--- src/gse_pkg.sv ---
// Shared types and constants of the GSE packet extractor.
// No dependencies; used by every module of the block.
package gse_pkg;

	// Frame and packet format
	localparam int MAX_FRAME_BYTES = 65535;
	localparam int BB_HEADER       = 10;
	localparam int SMALL_LIMIT     = 12;

	// Width of the running sums and of their result ports
	localparam int TOTAL_WIDTH = 48;
	localparam int OUT_TOTAL_W = 48;

	// Depth of the step queue between front and back
	localparam int QUEUE_DEPTH = 4;
	localparam int QPTR_W      = $clog2(QUEUE_DEPTH);

	// Byte classes
	localparam logic [2:0] CLS_HEADER = 3'd0;
	localparam logic [2:0] CLS_PACKET = 3'd1;
	localparam logic [2:0] CLS_PAD    = 3'd2;
	localparam logic [2:0] CLS_DROP   = 3'd3;
	localparam logic [2:0] CLS_SMALL  = 3'd4;

	// One result item without the totals
	typedef struct packed {
		logic [7:0] data;
		logic       fwd;
		logic       first;
		logic       last;
		logic [2:0] cls;
	} res_t;

	// Running totals after a step
	typedef struct packed {
		logic [31:0]            frames;
		logic [31:0]            packets;
		logic [TOTAL_WIDTH-1:0] length;
		logic [TOTAL_WIDTH-1:0] header;
		logic [TOTAL_WIDTH-1:0] payload;
		logic [TOTAL_WIDTH-1:0] padding;
	} totals_t;

	// Everything one accepted byte causes: one or two results and the totals
	typedef struct packed {
		res_t    r0;
		res_t    r1;
		logic    two;
		totals_t tot;
	} step_t;

	function automatic res_t mk_res(logic [7:0] data, logic fwd, logic first,
			logic last, logic [2:0] cls);
		res_t r;
		r.data  = data;
		r.fwd   = fwd;
		r.first = first;
		r.last  = last;
		r.cls   = cls;
		return r;
	endfunction

endpackage

--- src/gse_packet_extractor.sv ---
// GSE packet extractor. Takes one baseband frame byte per clock while full is
// low and gives one result per clock while empty is low and pop is high. Most
// bytes cause one result; the second byte of a packet (and a frame start that
// cuts off a held packet byte) causes two, and the first byte of a packet
// causes none, so the result side sets the sustained rate at one result per
// cycle. A byte's record is stored in the step queue at the edge that accepts
// it, and the result-side output register then loads it from the queue. The
// step queue holds four step records, one per byte that gives results, so the
// input keeps flowing while the result side stalls, until the queue is full.
// Depends on gse_pkg, gse_front, gse_queue and gse_back.
module gse_packet_extractor (
	input  logic               clk,
	input  logic               arst_n,
	input  logic               push,
	output logic               full,
	input  logic [7:0]         data_byte,
	input  logic               frame_first,
	input  logic [15:0]        frame_bytes,
	output logic               empty,
	input  logic               pop,
	output logic [7:0]         out_byte,
	output logic               forward,
	output logic               packet_first,
	output logic               packet_last,
	output logic [2:0]         byte_class,
	output logic               run_last,
	output logic [31:0]        frames_total,
	output logic [31:0]        packets_total,
	output logic signed [47:0] length_total,
	output logic [47:0]        header_total,
	output logic signed [47:0] payload_total,
	output logic [47:0]        padding_total
);

	logic             accept;
	logic             wr_en;
	gse_pkg::step_t   wr_step;
	logic             q_pop;
	logic             q_empty;
	gse_pkg::step_t   q_step;
	gse_pkg::res_t    res;
	gse_pkg::totals_t tot;
	logic [63:0]      ext_length, ext_header, ext_payload, ext_padding;

	assign accept = push && !full;

	gse_front u_front (
		.clk         (clk),
		.arst_n      (arst_n),
		.accept      (accept),
		.data_byte   (data_byte),
		.frame_first (frame_first),
		.frame_bytes (frame_bytes),
		.wr_en       (wr_en),
		.wr_step     (wr_step)
	);

	gse_queue u_queue (
		.clk     (clk),
		.arst_n  (arst_n),
		.wr_en   (wr_en),
		.wr_step (wr_step),
		.full    (full),
		.rd_en   (q_pop),
		.rd_step (q_step),
		.empty   (q_empty)
	);

	gse_back u_back (
		.clk      (clk),
		.arst_n   (arst_n),
		.q_empty  (q_empty),
		.q_step   (q_step),
		.q_pop    (q_pop),
		.pop      (pop),
		.empty    (empty),
		.res      (res),
		.run_last (run_last),
		.tot      (tot)
	);

	// Drive result fields
	assign out_byte      = res.data;
	assign forward       = res.fwd;
	assign packet_first  = res.first;
	assign packet_last   = res.last;
	assign byte_class    = res.cls;
	assign frames_total  = tot.frames;
	assign packets_total = tot.packets;

	// Fit the sums to the result port width
	assign ext_length  = 64'(tot.length);
	assign ext_header  = 64'(tot.header);
	assign ext_payload = 64'(tot.payload);
	assign ext_padding = 64'(tot.padding);
	assign length_total  = signed'(ext_length[gse_pkg::OUT_TOTAL_W-1:0]);
	assign header_total  = ext_header[gse_pkg::OUT_TOTAL_W-1:0];
	assign payload_total = signed'(ext_payload[gse_pkg::OUT_TOTAL_W-1:0]);
	assign padding_total = ext_padding[gse_pkg::OUT_TOTAL_W-1:0];

endmodule

--- src/gse_front.sv ---
// Front part of the GSE packet extractor: parses one frame byte per cycle while
// accept is high and writes a step record for the back part. Depends on gse_pkg.
module gse_front (
	input  logic                 clk,
	input  logic                 arst_n,
	input  logic                 accept,
	input  logic [7:0]           data_byte,
	input  logic                 frame_first,
	input  logic [15:0]          frame_bytes,
	output logic                 wr_en,
	output gse_pkg::step_t       wr_step
);

	typedef enum logic [2:0] {
		PH_HDR,
		PH_IDLE,
		PH_SECOND,
		PH_BODY,
		PH_PAD,
		PH_DROP,
		PH_SMALL
	} phase_t;

	localparam int TW = gse_pkg::TOTAL_WIDTH;

	phase_t      phase_q, nxt_phase;
	logic [15:0] pos_q, nxt_pos;
	logic [15:0] flen_q, nxt_flen;
	logic [7:0]  held_q, nxt_held;
	logic [11:0] rem_q, nxt_rem;
	gse_pkg::totals_t tot_q, nxt_tot;

	logic [15:0] len_sat;
	logic [16:0] len_delta;
	logic [15:0] p_eff;
	logic [11:0] dl;
	logic [3:0]  hlen;
	logic [13:0] pay_delta;
	logic [17:0] pkt_end;
	logic [11:0] rem_dec;
	logic        early;
	logic [1:0]  m_n;
	gse_pkg::res_t m0, m1;

	// Header length from the start, end and label-type bits
	function automatic logic [3:0] header_length(logic [7:0] b1);
		logic [3:0] label;
		case (b1[5:4])
			2'b00:   label = 4'd6;
			2'b01:   label = 4'd3;
			default: label = 4'd0;
		endcase
		if (b1[7] && b1[6]) begin
			return 4'd4 + label;
		end else if (b1[7]) begin
			return 4'd7 + label;
		end else if (b1[6]) begin
			return 4'd7;
		end
		return 4'd3;
	endfunction

	assign len_sat = (32'(frame_bytes) > gse_pkg::MAX_FRAME_BYTES) ?
		16'(gse_pkg::MAX_FRAME_BYTES) : frame_bytes;
	assign len_delta = {1'b0, len_sat} - 17'(gse_pkg::BB_HEADER);
	assign dl        = {held_q[3:0], data_byte};
	assign hlen      = header_length(held_q);
	assign pay_delta = {2'b00, dl} + 14'd2 - {10'd0, hlen};
	assign rem_dec   = (rem_q != 12'd0) ? rem_q - 12'd1 : 12'd0;
	assign early     = frame_first && (phase_q == PH_SECOND);

	// Parse one byte: next state, results and totals
	always_comb begin
		nxt_phase = phase_q;
		nxt_flen  = flen_q;
		nxt_held  = held_q;
		nxt_rem   = rem_q;
		nxt_tot   = tot_q;
		m_n       = 2'd0;
		m0        = gse_pkg::mk_res(data_byte, 1'b0, 1'b0, 1'b0, gse_pkg::CLS_DROP);
		m1        = m0;
		pkt_end   = 18'd0;

		// Start a new frame: latch length, count it unless it is small
		if (frame_first) begin
			nxt_flen = len_sat;
			nxt_tot.length = tot_q.length + {{(TW-17){len_delta[16]}}, len_delta};
			if (32'(len_sat) <= gse_pkg::SMALL_LIMIT) begin
				nxt_phase = PH_SMALL;
			end else begin
				nxt_phase = PH_HDR;
				nxt_tot.frames = tot_q.frames + 32'd1;
			end
		end
		p_eff = frame_first ? 16'd0 : pos_q;

		if (p_eff >= nxt_flen) begin
			m_n = 2'd1;
		end else begin
			case (nxt_phase)
				PH_HDR: begin
					m_n = 2'd1;
					m0.cls = gse_pkg::CLS_HEADER;
					if (32'(p_eff) >= gse_pkg::BB_HEADER - 1) begin
						nxt_phase = PH_IDLE;
					end
				end
				PH_IDLE: begin
					if (data_byte[7:4] == 4'd0) begin
						m_n = 2'd1;
						m0.cls = gse_pkg::CLS_PAD;
						nxt_tot.padding = tot_q.padding + TW'(nxt_flen - p_eff);
						nxt_phase = PH_PAD;
					end else if (17'(p_eff) + 17'd1 >= 17'(nxt_flen)) begin
						m_n = 2'd1;
						nxt_phase = PH_DROP;
					end else begin
						nxt_held = data_byte;
						nxt_phase = PH_SECOND;
					end
				end
				PH_SECOND: begin
					m_n = 2'd2;
					nxt_tot.header  = tot_q.header + TW'(hlen);
					nxt_tot.payload = tot_q.payload +
						{{(TW-14){pay_delta[13]}}, pay_delta};
					pkt_end = 18'(p_eff) + 18'd1 + 18'(dl);
					if (pkt_end > 18'(nxt_flen)) begin
						m0 = gse_pkg::mk_res(held_q, 1'b0, 1'b0, 1'b0, gse_pkg::CLS_DROP);
						nxt_phase = PH_DROP;
					end else begin
						nxt_tot.packets = tot_q.packets + 32'd1;
						m0 = gse_pkg::mk_res(held_q, 1'b1, 1'b1, 1'b0, gse_pkg::CLS_PACKET);
						m1 = gse_pkg::mk_res(data_byte, 1'b1, 1'b0, dl == 12'd0,
							gse_pkg::CLS_PACKET);
						nxt_rem = dl;
						nxt_phase = (dl == 12'd0) ? PH_IDLE : PH_BODY;
					end
				end
				PH_BODY: begin
					m_n = 2'd1;
					m0 = gse_pkg::mk_res(data_byte, 1'b1, 1'b0, rem_dec == 12'd0,
						gse_pkg::CLS_PACKET);
					nxt_rem = rem_dec;
					if (rem_dec == 12'd0) begin
						nxt_phase = PH_IDLE;
					end
				end
				PH_PAD: begin
					m_n = 2'd1;
					m0.cls = gse_pkg::CLS_PAD;
				end
				PH_SMALL: begin
					m_n = 2'd1;
					m0.cls = gse_pkg::CLS_SMALL;
				end
				default: begin
					m_n = 2'd1;
				end
			endcase
		end

		// Saturate the byte position
		nxt_pos = (p_eff != 16'hFFFF) ? p_eff + 16'd1 : p_eff;
	end

	// On a frame start that cuts off a held byte, put the dropped held byte ahead of this byte's results
	always_comb begin
		wr_step.tot = nxt_tot;
		if (early) begin
			wr_step.r0  = gse_pkg::mk_res(held_q, 1'b0, 1'b0, 1'b0, gse_pkg::CLS_DROP);
			wr_step.r1  = m0;
			wr_step.two = (m_n != 2'd0);
			wr_en       = accept;
		end else begin
			wr_step.r0  = m0;
			wr_step.r1  = m1;
			wr_step.two = (m_n == 2'd2);
			wr_en       = accept && (m_n != 2'd0);
		end
	end

	// Hold parse state; advance on each accepted byte
	always_ff @(posedge clk or negedge arst_n) begin
		if (!arst_n) begin
			phase_q <= PH_HDR;
			pos_q   <= 16'd0;
			flen_q  <= 16'd0;
			held_q  <= 8'd0;
			rem_q   <= 12'd0;
			tot_q   <= '0;
		end else if (accept) begin
			phase_q <= nxt_phase;
			pos_q   <= nxt_pos;
			flen_q  <= nxt_flen;
			held_q  <= nxt_held;
			rem_q   <= nxt_rem;
			tot_q   <= nxt_tot;
		end
	end

endmodule

--- src/gse_queue.sv ---
// Short queue of step records between the front and back parts.
// Depends on gse_pkg for the record type and depth.
module gse_queue (
	input  logic           clk,
	input  logic           arst_n,
	input  logic           wr_en,
	input  gse_pkg::step_t wr_step,
	output logic           full,
	input  logic           rd_en,
	output gse_pkg::step_t rd_step,
	output logic           empty
);

	gse_pkg::step_t              entry_q [gse_pkg::QUEUE_DEPTH];
	logic [gse_pkg::QPTR_W-1:0]  wr_ptr_q;
	logic [gse_pkg::QPTR_W-1:0]  rd_ptr_q;
	logic [gse_pkg::QPTR_W:0]    count_q;

	assign full    = (32'(count_q) == gse_pkg::QUEUE_DEPTH);
	assign empty   = (count_q == '0);
	assign rd_step = entry_q[rd_ptr_q];

	// Store records
	always_ff @(posedge clk) begin
		if (wr_en) begin
			entry_q[wr_ptr_q] <= wr_step;
		end
	end

	// Advance pointers and count
	always_ff @(posedge clk or negedge arst_n) begin
		if (!arst_n) begin
			wr_ptr_q <= '0;
			rd_ptr_q <= '0;
			count_q  <= '0;
		end else begin
			if (wr_en) begin
				wr_ptr_q <= wr_ptr_q + 1'b1;
			end
			if (rd_en) begin
				rd_ptr_q <= rd_ptr_q + 1'b1;
			end
			if (wr_en && !rd_en) begin
				count_q <= count_q + 1'b1;
			end else if (rd_en && !wr_en) begin
				count_q <= count_q - 1'b1;
			end
		end
	end

endmodule

--- src/gse_back.sv ---
// Back part of the GSE packet extractor: takes step records from the queue and
// presents their results one per cycle while pop is high. Depends on gse_pkg.
module gse_back (
	input  logic           clk,
	input  logic           arst_n,
	input  logic           q_empty,
	input  gse_pkg::step_t q_step,
	output logic           q_pop,
	input  logic           pop,
	output logic           empty,
	output gse_pkg::res_t  res,
	output logic           run_last,
	output gse_pkg::totals_t tot
);

	gse_pkg::step_t cur_q;
	logic           valid_q;
	logic           idx_q;
	logic           take;

	assign empty    = !valid_q;
	assign res      = idx_q ? cur_q.r1 : cur_q.r0;
	assign run_last = idx_q || !cur_q.two;
	assign tot      = cur_q.tot;
	assign take     = !valid_q || (pop && run_last);
	assign q_pop    = take && !q_empty;

	// Load the next record when the current one is done or none is held
	always_ff @(posedge clk) begin
		if (q_pop) begin
			cur_q <= q_step;
		end
	end

	// Step through the results of the current record
	always_ff @(posedge clk or negedge arst_n) begin
		if (!arst_n) begin
			valid_q <= 1'b0;
			idx_q   <= 1'b0;
		end else if (take) begin
			valid_q <= !q_empty;
			idx_q   <= 1'b0;
		end else if (pop) begin
			idx_q <= 1'b1;
		end
	end

endmodule

--- config.mk ---
export PLATFORM = sky130hd
export DESIGN_NAME = gse_packet_extractor
export DESIGN_NICKNAME = d
export VERILOG_FILES = /design/src/gse_pkg.sv /design/src/gse_packet_extractor.sv /design/src/gse_front.sv /design/src/gse_queue.sv /design/src/gse_back.sv
export SDC_FILE = /design/constraint.sdc
export NUM_CORES = 2
export LEC_CHECK = 0
export ABC_CLOCK_PERIOD_IN_PS = 12200
export BUFFER_PORTS_ARGS = -buffer_cell sky130_fd_sc_hd__buf_2
export CORE_MARGIN = 2
export CORE_UTILIZATION = 56
export DETAILED_ROUTE_END_ITERATION = 7
export PLACE_DENSITY = 0.73
export SLEW_MARGIN = 0
export SYNTH_ARGS = -nofsm -noshare
export SYNTH_HDL_FRONTEND = slang
export SYNTH_SLANG_ARGS = --single-unit
--- constraint.sdc ---
create_clock -name clk -period 12.2 [get_ports clk]
set_input_delay 2.44 -clock clk [delete_from_list [all_inputs] [get_ports clk]]
set_output_delay 2.44 -clock clk [all_outputs]
set_load 0.1 [all_outputs]
==> results.md <==
- For the worst setup path, the data required time is 12.75 ns.
- The final layout contains routed wiring with a total length of 168 mm.
- The row count is 138.
- The total count of max-transition violations in the final report is 0.
- The floorplan step defined a die boundary enclosing 145000 sq um.
- The most common cell after layout, fill and taps aside is sky130_fd_sc_hd__edfxtp_1.
- The register bit count reported by yosys is 1745.
- The critical path capture point type is a register.
- For flop-to-flop paths, the worst setup slack is 5.95 ns.
- In this design, the largest share of critical-path delay is due to compound AO/OA/AOI/OAI gates.
- The Yosys step of the flow raised 0 warnings.
- For the final routed database, the setup TNS stands at 0 ns.
- The weighted congestion at the end of routability-driven global placement is 0.902.
- The CTS buffer count is 174.
- In this run the post-CTS setup repair buffer count came out at 0.
- The startpoint of the lowest-slack hold path is u_front.flen_q[3]$_DFFE_PN0P_.
- In this run the number of cells on the critical path is 24.
- The count of nets left with antenna violations once routing finished came out at 0.
- The leakage power of the design is 33.5 nW.
- The first detailed-routing pass took 7 iterations.
- The largest fanout on the critical path is 75.
- For this run, the post-layout net count is 5719.
- The tree is rooted in a sky130_fd_sc_hd__clkbuf_16.
- The CTS clock-pin slew for the worst setup and hold paths is 0.06 ns.
- The cell area that synthesis handed to floorplanning was 79500 sq um.
- The worst hold path terminates at u_front.flen_q[3]$_DFFE_PN0P_.
- The count of flip-flops with a built-in enable after synthesis is 1425.
- The delay contributed by the slowest stage of the critical path is 0.86 ns.
- The endpoint identified for the worst register-to-register timing path is u_queue.entry_q[2][81]$_DFFE_PP_.
- The number of hold buffers added after CTS was 0.
- The mean instance size in the synthesized netlist is 14.7 sq um.
- The number of buffers on the longest clock path is 3.
- The initial antenna violation count is 28.
- The share of the Yosys chip area taken by registers is 0.639.
- The number of hold-slack violations in the final timing report was 0.
- The worst slew slack as a fraction of its limit is 0.279.
- The max-cap violation count is 0.
- Along the worst hold path, the cell count comes to 2.
- The number of global-route vias before repair was 44333.
- TritonCTS built the clock tree.
- For this run, asynchronously set or reset flops after synthesis account for 0.183.
- For the pin with the worst max-slew slack, the measured transition is 1.08 ns.
- Using the TritonRoute via totals, the vias-per-cell ratio works out to 5.85.
- The worst clock skew is 0.0456 ns.
- From left edge to right edge, the die measures 381 um.
- The share of the cycle needed by the critical path after routing is 0.711.
- The starting density of the core is 0.563.
- Compared with the post-synthesis result, the final layout area differs by 9.76%.
- Summing over every cut layer, the via total after detailed routing is 43907.
- Setup violations remaining at the end of the flow were counted as 0.
- After detailed routing, the average wire length per cell comes to 22.3 um.
- The global-route wire length before repair is 259 mm.
- At the later pin of the worst-skew pair, clock insertion delay measures 0.83 ns.
- The sequential standard cell area is 50800 sq um.
- The count of buffers added on input and output ports is 301.
- The arrival time at the worst endpoint is 9.22 ns.
- The filler cells instantiated in the layout total 10387.
- Summed over all layers, the global routing overflow is 0.
- The synthesized instance count is 5398.
- For this design the top-level I/O count stands at 302.
- The half-perimeter wire length after detailed placement is 106 mm.
- The sum of buffers and inverters on the critical path is 3.
- The die is 381 um tall.
- The flow ran to the end, and the final reports show no timing, DRC or antenna violations.
- STA classifies the critical path startpoint as an input port.
- In this run the power density over the cells is 266 nW/um^2.
- The worst reg2reg path depth is 22.
- The remaining routing DRC violations is 0.
- The most used flip-flop cell after synthesis is sky130_fd_sc_hd__edfxtp_1.
- For this block, the initial DRC count from the detailed router was 3581.
- On the critical path, the stage with the largest delay is an instance of sky130_fd_sc_hd__buf_4.
- The area inside the core boundary is 141000 sq um.
- After clock tree synthesis, the repair step resized 0 gates.
- The class of the worst hold path is reg -> reg.
- The number of H-tree levels is 4.
- The startpoint identified for the worst register-to-register timing path is u_front.held_q[7]$_DFFE_PN0P_.
- Setup repair after global routing left no endpoint under its margin.
- Synthesis instantiated 94 different standard cells from the library.
- The critical path goes through buf_4 > buf_4 > mux2i_1 > inv_1 > ha_1 > nor2b_1 > o21a_1 > o21ai_1 > a21oi_1 > or3_1 > a31oi_1 > o21ai_0 > a21o_1 > xor2_1 > ha_1 > nand4_1 > or2_1 > o21ai_2 > a21oi_1 > or4b_1 > a211oi_1 > a221oi_1 > xor2_1 > o21ai_0.
- In the layout the commonest cells are sky130_fd_sc_hd__edfxtp_1, sky130_fd_sc_hd__nand2_1, sky130_fd_sc_hd__dfrtp_1, sky130_fd_sc_hd__buf_2, sky130_fd_sc_hd__mux4_2.
- The area used by multi-input combinational logic is 25600 sq um.
- The smallest clock period supported by the final layout is computed as 8.67 ns.
- The peak ir drop on the vdd network is 0.284 mV.
- Hold timing on the final database bottoms out at a slack of 0.479 ns.
- Entering global routing, the biggest net connects 126 pins.
- Counting every sink on the clock net gives 1745.
- For this run, the total global-route usage over all layers was measured as 0.232.
- The share of cells above drive strength 1 is 0.204.
- The fmax is 115 MHz.
- The critical path class is in -> reg.
==> power breakdown <==
part	switching [mW]	internal, mW
combinational	6.45	2.27
clock	2.34	3.21
sequential	0.586	8.38
==> cell families (layout without fill, tap and decap cells) <==
group / after synthesis / after routing / share of synthesized area
xor+xnor: 431 / 431 / 0.0475
compound gates: 751 / 751 / 0.0608
fa+ha+maj: 232 / 232 / 0.0372
mux: 480 / 480 / 0.108
buf+inv: 587 / 800 / 0.0403
other cells: 1 / 9 / 0.0000472
simple gates: 1171 / 1171 / 0.0674
flops: 1745 / 1745 / 0.639
==> Yosys cell counts (17+ instances only) <==
master,count,area share
sky130_fd_sc_hd__or3_1,20,0.0016
sky130_fd_sc_hd__nand4_1,63,0.0050
sky130_fd_sc_hd__xor2_1,160,0.018
sky130_fd_sc_hd__nor3_1,55,0.0035
sky130_fd_sc_hd__mux2i_1,22,0.0028
sky130_fd_sc_hd__and3_1,58,0.0046
sky130_fd_sc_hd__a211oi_1,18,0.0017
sky130_fd_sc_hd__edfxtp_1,1425,0.54
sky130_fd_sc_hd__nor2_1,199,0.0094
sky130_fd_sc_hd__ha_1,221,0.035
sky130_fd_sc_hd__mux2_2,173,0.024
sky130_fd_sc_hd__a21oi_1,187,0.012
sky130_fd_sc_hd__o21ai_0,217,0.014
sky130_fd_sc_hd__and2_1,19,0.0015
sky130_fd_sc_hd__nand2b_1,21,0.0017
sky130_fd_sc_hd__nand2_1,538,0.025
sky130_fd_sc_hd__o31ai_1,17,0.0016
sky130_fd_sc_hd__inv_1,115,0.0054
sky130_fd_sc_hd__mux4_2,285,0.081
sky130_fd_sc_hd__buf_1,65,0.0031
sky130_fd_sc_hd__nor4_1,22,0.0017
sky130_fd_sc_hd__xnor2_1,271,0.030
sky130_fd_sc_hd__buf_4,258,0.024
sky130_fd_sc_hd__dfrtp_1,320,0.10
sky130_fd_sc_hd__o21a_1,18,0.0017
sky130_fd_sc_hd__a21o_1,99,0.0093
sky130_fd_sc_hd__o21bai_1,43,0.0041
sky130_fd_sc_hd__nor2b_1,26,0.0020
sky130_fd_sc_hd__clkbuf_1,129,0.0061
sky130_fd_sc_hd__nand3_1,110,0.0069
==> flip-flops by register name, indices dropped and copies added, names as in the netlist, 8 cells and up <==
name / count
u_queue.entry_q: 1140
u_back.cur_q: 29
u_front.pos_q: 16
u_back.tot: 256
u_front.tot_q: 256
u_front.rem_q: 12
u_front.flen_q: 16
u_front.held_q: 8
==> layout make-up <==
class                           instances  share of cell area
Sequential cell                      1745               0.582
Clock inverter                        118              0.0168
Clock buffer                          211              0.0524
Multi-Input combinational cell       3069               0.293
Antenna cell                            5            0.000143
Timing Repair Buffer                  354              0.0233
Tap cell                             1890              0.0271
Inverter                              117             0.00503
==> per-layer routing <==
layer,GRT usage,vias up,share of wire
li1,-,20260,-
met1,0.319,22215,0.43
met2,0.380,1138,0.48
met3,0.0413,268,0.062
met4,0.0702,26,0.026
met5,0,-,0.0010
==> per-stage QoR <==
stage	setup WS, ns	utilization	power (mW)	instance area (sq um)	cells
detailed placement	2.86	0.575	17.9	81200	7175
global route	3.12	0.618	24.2	87300	7504
global placement	3.03	0.575	17.8	81200	7175
CTS	3.71	0.618	23.5	87300	7504
finish	3.53	0.618	23.2	87300	7509
floorplan	1.06	-	16.6	79500	5401
==> worst max-delay path by stage <==
stage	start	end	slack (ns)
2_1_floorplan	pop	u_queue.count_q[1]$_DFFE_PN0P_	1.06
3_3_place_gp	frame_first	u_queue.entry_q[0][47]$_DFFE_PP_	3.03
3_5_place_dp	frame_first	u_queue.entry_q[1][44]$_DFFE_PP_	2.86
4_1_cts	frame_first	u_queue.entry_q[0][44]$_DFFE_PP_	3.71
5_1_grt	frame_first	u_queue.entry_q[0][44]$_DFFE_PP_	3.12
6_report	frame_first	u_queue.entry_q[3][44]$_DFFE_PP_	3.53
==> tightest hold or removal path, stage by stage (launching register included) <==
cell                      delay (ns)
sky130_fd_sc_hd__dfrtp_1        0.34
sky130_fd_sc_hd__nand2_1        0.04
sky130_fd_sc_hd__o21ai_0        0.06
No activity file was read; power rests on OpenSTA's default activity.
